## src/rtl/core/lscv_pkg.sv

```systemverilog
// Package with shared constants, codes and control types of the victim select core.
`timescale 1ns / 1ps
package lscv_pkg;

    localparam int WAYS   = 16;
    localparam int SETS   = 1024;
    localparam int RK_W   = (WAYS > 1) ? $clog2(WAYS) : 1;
    localparam int SET_W  = (SETS > 1) ? $clog2(SETS) : 1;
    localparam int WORD_W = WAYS * RK_W + WAYS;

    localparam int IN_DATA_W  = 56;
    localparam int OUT_DATA_W = 8;
    localparam int APB_AW     = 2;

    localparam logic [APB_AW-1:0] REG_TAG_AWARE = 2'd0;

    typedef enum logic {
        OP_QUERY  = 1'b0,
        OP_UPDATE = 1'b1
    } t_op;

    typedef enum logic [1:0] {
        KIND_INVALID   = 2'd0,
        KIND_UNTAGGED  = 2'd1,
        KIND_UNPROT    = 2'd2,
        KIND_ALL_PROT  = 2'd3
    } t_kind;

    typedef enum logic [1:0] {
        ST_CLEAR,
        ST_IDLE,
        ST_EXEC
    } t_state;

    typedef struct packed {
        logic clr;
        logic accept;
        logic exec;
    } t_cmd;

    typedef struct packed {
        logic clr_last;
        logic out_free;
    } t_sts;

endpackage

```

## src/rtl/core/lscv_ctrl.sv

```systemverilog
// Controller state machine of the victim select core.
`timescale 1ns / 1ps
module lscv_ctrl (
    input  logic          i_clk,
    input  logic          i_rst_n,
    input  logic          i_in_valid,
    input  lscv_pkg::t_sts i_sts,
    output lscv_pkg::t_cmd o_cmd,
    output logic          o_in_ready
);
    import lscv_pkg::*;

    t_state r_state;
    t_state n_state;

    always_ff @(posedge i_clk) begin
        if (!i_rst_n) begin
            r_state <= ST_CLEAR;
        end else begin
            r_state <= n_state;
        end
    end

    always_comb begin
        n_state = r_state;
        unique case (r_state)
            ST_CLEAR: begin
                if (i_sts.clr_last) n_state = ST_IDLE;
            end
            ST_IDLE: begin
                if (i_in_valid) n_state = ST_EXEC;
            end
            ST_EXEC: begin
                if (i_sts.out_free) n_state = ST_IDLE;
            end
            default: n_state = ST_CLEAR;
        endcase
    end

    always_comb begin
        o_cmd      = '0;
        o_in_ready = 1'b0;
        unique case (r_state)
            ST_CLEAR: o_cmd.clr = 1'b1;
            ST_IDLE: begin
                o_in_ready   = 1'b1;
                o_cmd.accept = i_in_valid;
            end
            ST_EXEC: o_cmd.exec = i_sts.out_free;
            default: o_cmd = '0;
        endcase
    end

endmodule

```

## config.mk

```make
export PLATFORM = sky130hd
export DESIGN_NAME = lscv_ctrl
export DESIGN_NICKNAME = d
export VERILOG_FILES = /design/src/rtl/core/lscv_pkg.sv /design/src/rtl/core/lscv_ctrl.sv
export SDC_FILE = /design/constraint.sdc
export NUM_CORES = 1
export LEC_CHECK = 0
export BUFFER_PORTS_ARGS = -buffer_cell sky130_fd_sc_hd__buf_2
export CELL_PAD_IN_SITES_DETAIL_PLACEMENT = 0
export CELL_PAD_IN_SITES_GLOBAL_PLACEMENT = 1
export CORE_AREA = 2 2 39 41
export CTS_CLUSTER_DIAMETER = 60
export CTS_CLUSTER_SIZE = 30
export DETAILED_ROUTE_END_ITERATION = 12
export DIE_AREA = 0 0 41 43
export PLACE_DENSITY = 0.32
export SYNTH_ARGS = -nofsm -noshare
export SYNTH_HDL_FRONTEND = slang
export SYNTH_SLANG_ARGS = --single-unit
```

## constraint.sdc

```tcl
create_clock -name i_clk -period 1.1 [get_ports i_clk]
set_input_delay 0.165 -clock i_clk [delete_from_list [all_inputs] [get_ports i_clk]]
set_output_delay 0.165 -clock i_clk [all_outputs]
set_load 0.02 [all_outputs]
```

==> results.yml, run 1 <==
drt:
  drc: 0
  initialDrtViolationCount: 0
  post_drt_wl_per_cell_um: 8.20
  antenna_left: 0
  routed_wirelength_um: 336
  detailedRoute.firstPassIterationCount: 1
  via_per_inst: 3.37
  dr_total_vias: 138
critical_path:
  crit_path_cell_trace: "nor3b_2 > buf_4"
  crit_arrival_ns: 0.91
  worstSetupEndpointType: "output port"
  maximum_net_fanout_on_the_critical_path: 7
  crit_slowest_cell: "sky130_fd_sc_hd__dfxtp_4"
  critPathRequiredTime_ns: 0.94
  critical_path.max_stage_delay_ns: 0.37
  category_of_the_most_critical_setup_path: "flip-flop to output port"
  worst_setup_path_start_kind: "flip-flop"
timing:
  finalWorstPathRequiredPeriod_ns: 1.08
  measured_slew_at_the_worst_slew_check_pin_ns: 0.201
  fin_skew_ns: 0.00381
  count_of_final_max_slew_check_failures: 0
  relative_max_transition_margin: 0.866
  finalSetupViolations: 0
  tns_ns: 0
  hold_violations: 0
  grt_setup_unrepaired: "true"
  timing.final.crit_share: 0.979
  max_freq_ghz: 0.928
floorplanning:
  design.die.area_um2: 1760
  start_util: 0.0769
  rows: 14
  floorplan.die.height_um: 43
  fp.coreArea_um2: 1380
  io_pins: 9
  die_width_um: 41
grt:
  grt_start_max_net_pins: 8
  grt_antenna_before_repair: 0
  grt_overflow: 0
  first_global_vias: 124
  global_route.usage.total: 0.0471
  first_pass_grt_wire_length_um: 476
yosys:
  synth_nets: 18
  netlist_area_um2: 106
  postSynthAreaPerCell_um2: 8.18
  synth_sequential_area_ratio: 0.376
  synthesis.yosys.warnings: 0
  yosysUniqueCellTypes: 9
  ys_ff_latch: 2
  syn-instance-count: 13
cts:
  numCtsBuffers: 3
  buffer_type_at_the_clock_tree_root: "sky130_fd_sc_hd__clkbuf_4"
  cts_buffer_depth: 2
  cts_num_sinks: 2
  cts_hold_buf: 0
  clk-insertion-delay-late_ns: 0.22
  clock_tree_from_tritoncts: "built"
  cts-htree-levels: 1
  worst_setup_hold_path_clk_slew_ns: 0.03
placed_design:
  gpl.final_weighted_congestion: 0.559
  io_buffer_count: 8
layout:
  mostFrequentLayoutCell: "sky130_fd_sc_hd__buf_2"
  largest-register: "r_state"
  multi_input_combinational_cell_area_um2: 77.6
  area_growth_syn_to_fin_pct: 114
  ratio_of_cells_with_drive_above_1_in_the_final_layout: 0.680
  largest_register_ff_count: 2
  layout.cells.most_common_list: "sky130_fd_sc_hd__buf_2 (6), sky130_fd_sc_hd__clkbuf_4 (3), sky130_fd_sc_hd__o21a_1 (2), sky130_fd_sc_hd__buf_4 (2), sky130_fd_sc_hd__dfxtp_4 (2)"
  fin_nets: 32
  biggestRegsByFlops: "r_state x2"
  insertedDiodeCount: 0
  ff_latch_area_um2: 47.5
  filler_cell_count: 157
pwr:
  p_leak_nw: 0.107
  vdd_ir_drop_max_mv: 0.436
  power_density_normalized_to_cell_area_nw_per_um2: 1400
  power.total_mw: 0.318
status:
  run_status: "finished clean"
job:
  cap_violations: 0
worst_hold_path:
  hold_path_class: "input pin to flip-flop"
[layer usage]
metal  track usage  vias up  wire length (um)
li1              -       71                 -
met1        0.0415       62               136
met2        0.0469        5               159
met3        0.0524        0                40
met4        0.0600        0                 0
met5             0        -                 0
[critical path: cells and delay by family, from the launching register on]
| kind | cells | cell delay (ns) |
|---|---|---|
| buffers and inverters | 1 | 0.16 |
| DFF | 1 | 0.37 |
| and+or+nand+nor | 1 | 0.16 |
[logic make-up after synthesis]
logic type             Yosys count  share of synthesized area
AND/OR/NAND/NOR                  6                      0.306
AO/OA/AOI/OAI                    4                      0.282
flip-flops                       2                      0.376
buffers and inverters            1                     0.0353
[stage by stage]
step	hold slack, ns	cell area, um2	utilization	worst slack, ns	cells
finish	0.173	228	0.165	0.0227	41
global route	0.178	228	0.165	-0.0135	41
CTS	0.158	209	0.151	0.00450	40
detailed placement	0.396	166	0.120	0.123	37
global placement	0.404	166	0.120	0.115	37
floorplan	0.283	106	-	0.0115	13
[path summary, 6_finish.rpt]
kind	start	endpoint	slack (ns)	cells past startpoint
setup / recovery	r_state[1]$_SDFFE_PN0P_	o_cmd[0]	0.02	2
setup reg to reg	r_state[0]$_SDFFE_PN0P_	r_state[1]$_SDFFE_PN0P_	0.21	4
hold reg to reg	r_state[1]$_SDFFE_PN0P_	r_state[0]$_SDFFE_PN0P_	0.56	1
hold / removal	i_rst_n	r_state[1]$_SDFFE_PN0P_	0.17	2
[layout make-up]
cell class	instances	share of cell area
clock buffer	3	0.0989
timing repair buffer	9	0.247
multi-input combinational	10	0.341
inverter	1	0.0165
tap	16	0.0879
sequential	2	0.209
[repair_timing]
| item | in CTS | in global routing |
|---|---|---|
| gates resized for setup | 8 | 3 |
| pin swaps | 0 | 1 |
| setup buffers | 0 | 1 |
| setup endpoints to repair | 3 | 1 |
[report_power, final]
part	switching [mW]	leakage [nW]	total [mW]	internal, mW
Sequential	0.0120	0.0178	0.0907	0.0788
Clock	0.0394	0.0138	0.160	0.120
Combinational	0.0337	0.0753	0.0680	0.0343
[cells in the mapped netlist, drive strengths merged]
cell   count  area (um2)
nor3b      2        15.0
inv        1        3.75
dfxtp      2        40.0
o21ai      1        5.00
nor2       2        7.51
nand2      1        3.75
o21a       2        15.0
nor2b      1        6.26
o211a      1        10.0
(Power assumes the default switching activity.)
==> run 2: changes to the inputs <==
--- a/config.mk
+++ b/config.mk
@@ -5,7 +5,6 @@
 export SDC_FILE = /design/constraint.sdc
 export NUM_CORES = 1
 export LEC_CHECK = 0
-export BUFFER_PORTS_ARGS = -buffer_cell sky130_fd_sc_hd__buf_2
 export CELL_PAD_IN_SITES_DETAIL_PLACEMENT = 0
 export CELL_PAD_IN_SITES_GLOBAL_PLACEMENT = 1
 export CORE_AREA = 2 2 39 41
@@ -13,7 +12,8 @@
 export CTS_CLUSTER_SIZE = 30
 export DETAILED_ROUTE_END_ITERATION = 12
 export DIE_AREA = 0 0 41 43
-export PLACE_DENSITY = 0.32
+export DONT_BUFFER_PORTS = 1
+export PLACE_DENSITY = 0.3
 export SYNTH_ARGS = -nofsm -noshare
 export SYNTH_HDL_FRONTEND = slang
 export SYNTH_SLANG_ARGS = --single-unit
==> results.yml, run 2 (synthesis results as in run 1) <==
placed_design:
  gpl.final_weighted_congestion: 0.591
  hpwlAfterDp_um: 235
  io_buffer_count: 0
floorplanning:
  io_pins: 9
  design.die.area_um2: 1760
  die_width_um: 41
  start_util: 0.0769
  rows: 14
  floorplan.die.height_um: 43
  fp.coreArea_um2: 1380
worst_hold_path:
  hold_path_class: "input pin to flip-flop"
pwr:
  vdd_ir_drop_max_mv: 0.386
  switching_power_mw: 0.0817
  pwr-share-clk: 0.512
  switching_share: 0.262
  internal-power_mw: 0.230
  power.share.combinational: 0.200
  power_density_normalized_to_cell_area_nw_per_um2: 1520
  seq_power_share: 0.289
  p_leak_nw: 0.0875
grt:
  grt_overflow: 0
  grt_antenna_before_repair: 0
  global_route.usage.total: 0.0511
  first_pass_grt_wire_length_um: 552
  first_global_vias: 141
  grt_start_max_net_pins: 8
critical_path:
  crit_slowest_cell: "sky130_fd_sc_hd__dfxtp_4"
  worst_setup_path_start_kind: "flip-flop"
  worst_path_dominant_cell_family: "flip-flops"
  worst_r2r_path_depth: 3
  maximum_net_fanout_on_the_critical_path: 7
  crit_start: "r_state[1]$_SDFFE_PN0P_"
  timing.critical_path.buf_inv: 1
  crit_arrival_ns: 0.91
  worst_reg2reg_path_endpoint: "r_state[0]$_SDFFE_PN0P_"
  r2r_setup_slack_ns: 0.24
  worstSetupEndpointType: "output port"
  category_of_the_most_critical_setup_path: "flip-flop to output port"
  critical_path.max_stage_delay_ns: 0.37
  critPathRequiredTime_ns: 0.94
  crit_path_cell_trace: "nor3b_2 > buf_4"
  worst_setup_path_endpoint: "o_cmd[0]"
  crit_cells: 2
  worstReg2RegStart: "r_state[0]$_SDFFE_PN0P_"
job:
  cap_violations: 0
layout:
  ratio_of_cells_with_drive_above_1_in_the_final_layout: 0.600
  biggestRegsByFlops: "r_state x2"
  ff_latch_area_um2: 47.5
  filler_cell_count: 161
  multi_input_combinational_cell_area_um2: 77.6
  largest-register: "r_state"
  insertedDiodeCount: 0
  fin_nets: 27
  fin_util: 0.148
  layout.cells.most_common_list: "sky130_fd_sc_hd__clkbuf_4 (3), sky130_fd_sc_hd__buf_4 (3), sky130_fd_sc_hd__o21a_1 (2), sky130_fd_sc_hd__dfxtp_4 (2)"
  largest_register_ff_count: 2
  area_growth_syn_to_fin_pct: 92.9
drt:
  via_per_inst: 3.22
  routed_wirelength_um: 309
  dr_total_vias: 116
  antenna_left: 0
  initialDrtViolationCount: 0
  detailedRoute.firstPassIterationCount: 1
  post_drt_wl_per_cell_um: 8.58
  drc: 0
status:
  run_status: "finished clean"
timing:
  count_of_final_max_slew_check_failures: 0
  timing.final.crit_share: 0.980
  finalWorstPathRequiredPeriod_ns: 1.08
  hold_violations: 0
  grt_setup_unrepaired: "true"
  tns_ns: 0
  fin_skew_ns: 0.00334
  finalSetupViolations: 0
  relative_max_transition_margin: 0.880
  max_freq_ghz: 0.927
  measured_slew_at_the_worst_slew_check_pin_ns: 0.179
cts:
  buffer_type_at_the_clock_tree_root: "sky130_fd_sc_hd__clkbuf_4"
  numCtsBuffers: 3
  cts_buffer_depth: 2
  clock_tree_from_tritoncts: "built"
  worst_setup_hold_path_clk_slew_ns: 0.03
  clk-insertion-delay-late_ns: 0.22
  cts_num_sinks: 2
  cts-htree-levels: 1
==> run 2: changes by cell type in the layout (fill, tap and decap cells not counted) <==
cell	previous run	this run
sky130_fd_sc_hd__buf_2	6	0
sky130_fd_sc_hd__buf_4	2	3
==> run 2: final cells by class <==
| cell class | instances | area share |
|---|---|---|
| Multi-Input combinational cell | 10 | 0.378 |
| Sequential cell | 2 | 0.232 |
| Timing Repair Buffer | 4 | 0.165 |
| Clock buffer | 3 | 0.110 |
| Tap cell | 16 | 0.0976 |
| Inverter | 1 | 0.0183 |
==> run 2: worst min-delay path by stage <==
| stage | startpoint | to | slack [ns] | cells after the start |
|---|---|---|---|---|
| 6_report | i_rst_n | r_state[1]$_SDFFE_PN0P_ | 0.06 | 1 |
| 5_1_grt | i_rst_n | r_state[0]$_SDFFE_PN0P_ | 0.07 | 1 |
| 4_1_cts | i_rst_n | r_state[1]$_SDFFE_PN0P_ | 0.06 | 1 |
| 3_5_place_dp | i_rst_n | r_state[1]$_SDFFE_PN0P_ | 0.30 | 1 |
| 3_3_place_gp | i_rst_n | r_state[1]$_SDFFE_PN0P_ | 0.29 | 1 |
| 2_1_floorplan | i_rst_n | r_state[1]$_SDFFE_PN0P_ | 0.28 | 1 |
==> run 2: worst reg2reg max path, delay by kind of cell, from the launching register on <==
family	cells	cell delay, ns
AOI/OAI and AO/OA	2	0.29
DFF	1	0.37
and+or+nand+nor	1	0.08
==> run 2: through the flow <==
step	cell area, um2	worst slack (ns)	hold WS, ns	power (mW)	std cells
2_1_floorplan	106	0.0115	0.283	0.122	13
3_3_place_gp	156	0.143	0.286	0.145	33
3_5_place_dp	156	0.142	0.299	0.146	33
4_1_cts	194	0.00762	0.0556	0.318	36
5_1_grt	205	-0.0302	0.0652	0.334	36
6_report	205	0.0218	0.0614	0.312	36
==> run 2: per-layer routing <==
layer | routed length (um) | GRT usage
met1 | 143 | 0.0639
met2 | 101 | 0.0469
met3 | 65 | 0.0524
met4 | 0 | 0.0400
met5 | 0 | 0
==> run 2: power groups by stage <==
stage,logic (mW),registers (mW),clock network [mW]
after floorplan,0.0354,0.0868,0
after global placement,0.0567,0.0881,0
after detailed placement,0.0567,0.0890,0
after CTS,0.0587,0.0885,0.170
after global routing,0.0684,0.0914,0.174
final,0.0624,0.0901,0.160
==> run 2: what timing repair did <==
| item | CTS | global route |
|---|---|---|
| gates resized for setup | 6 | 3 |
| endpoints found under the setup margin | 3 | 2 |
| hold buffers | 0 | 0 |
| gates cloned | 0 | 0 |
| buffers inserted | 0 | 0 |
| pin swaps | 0 | 1 |
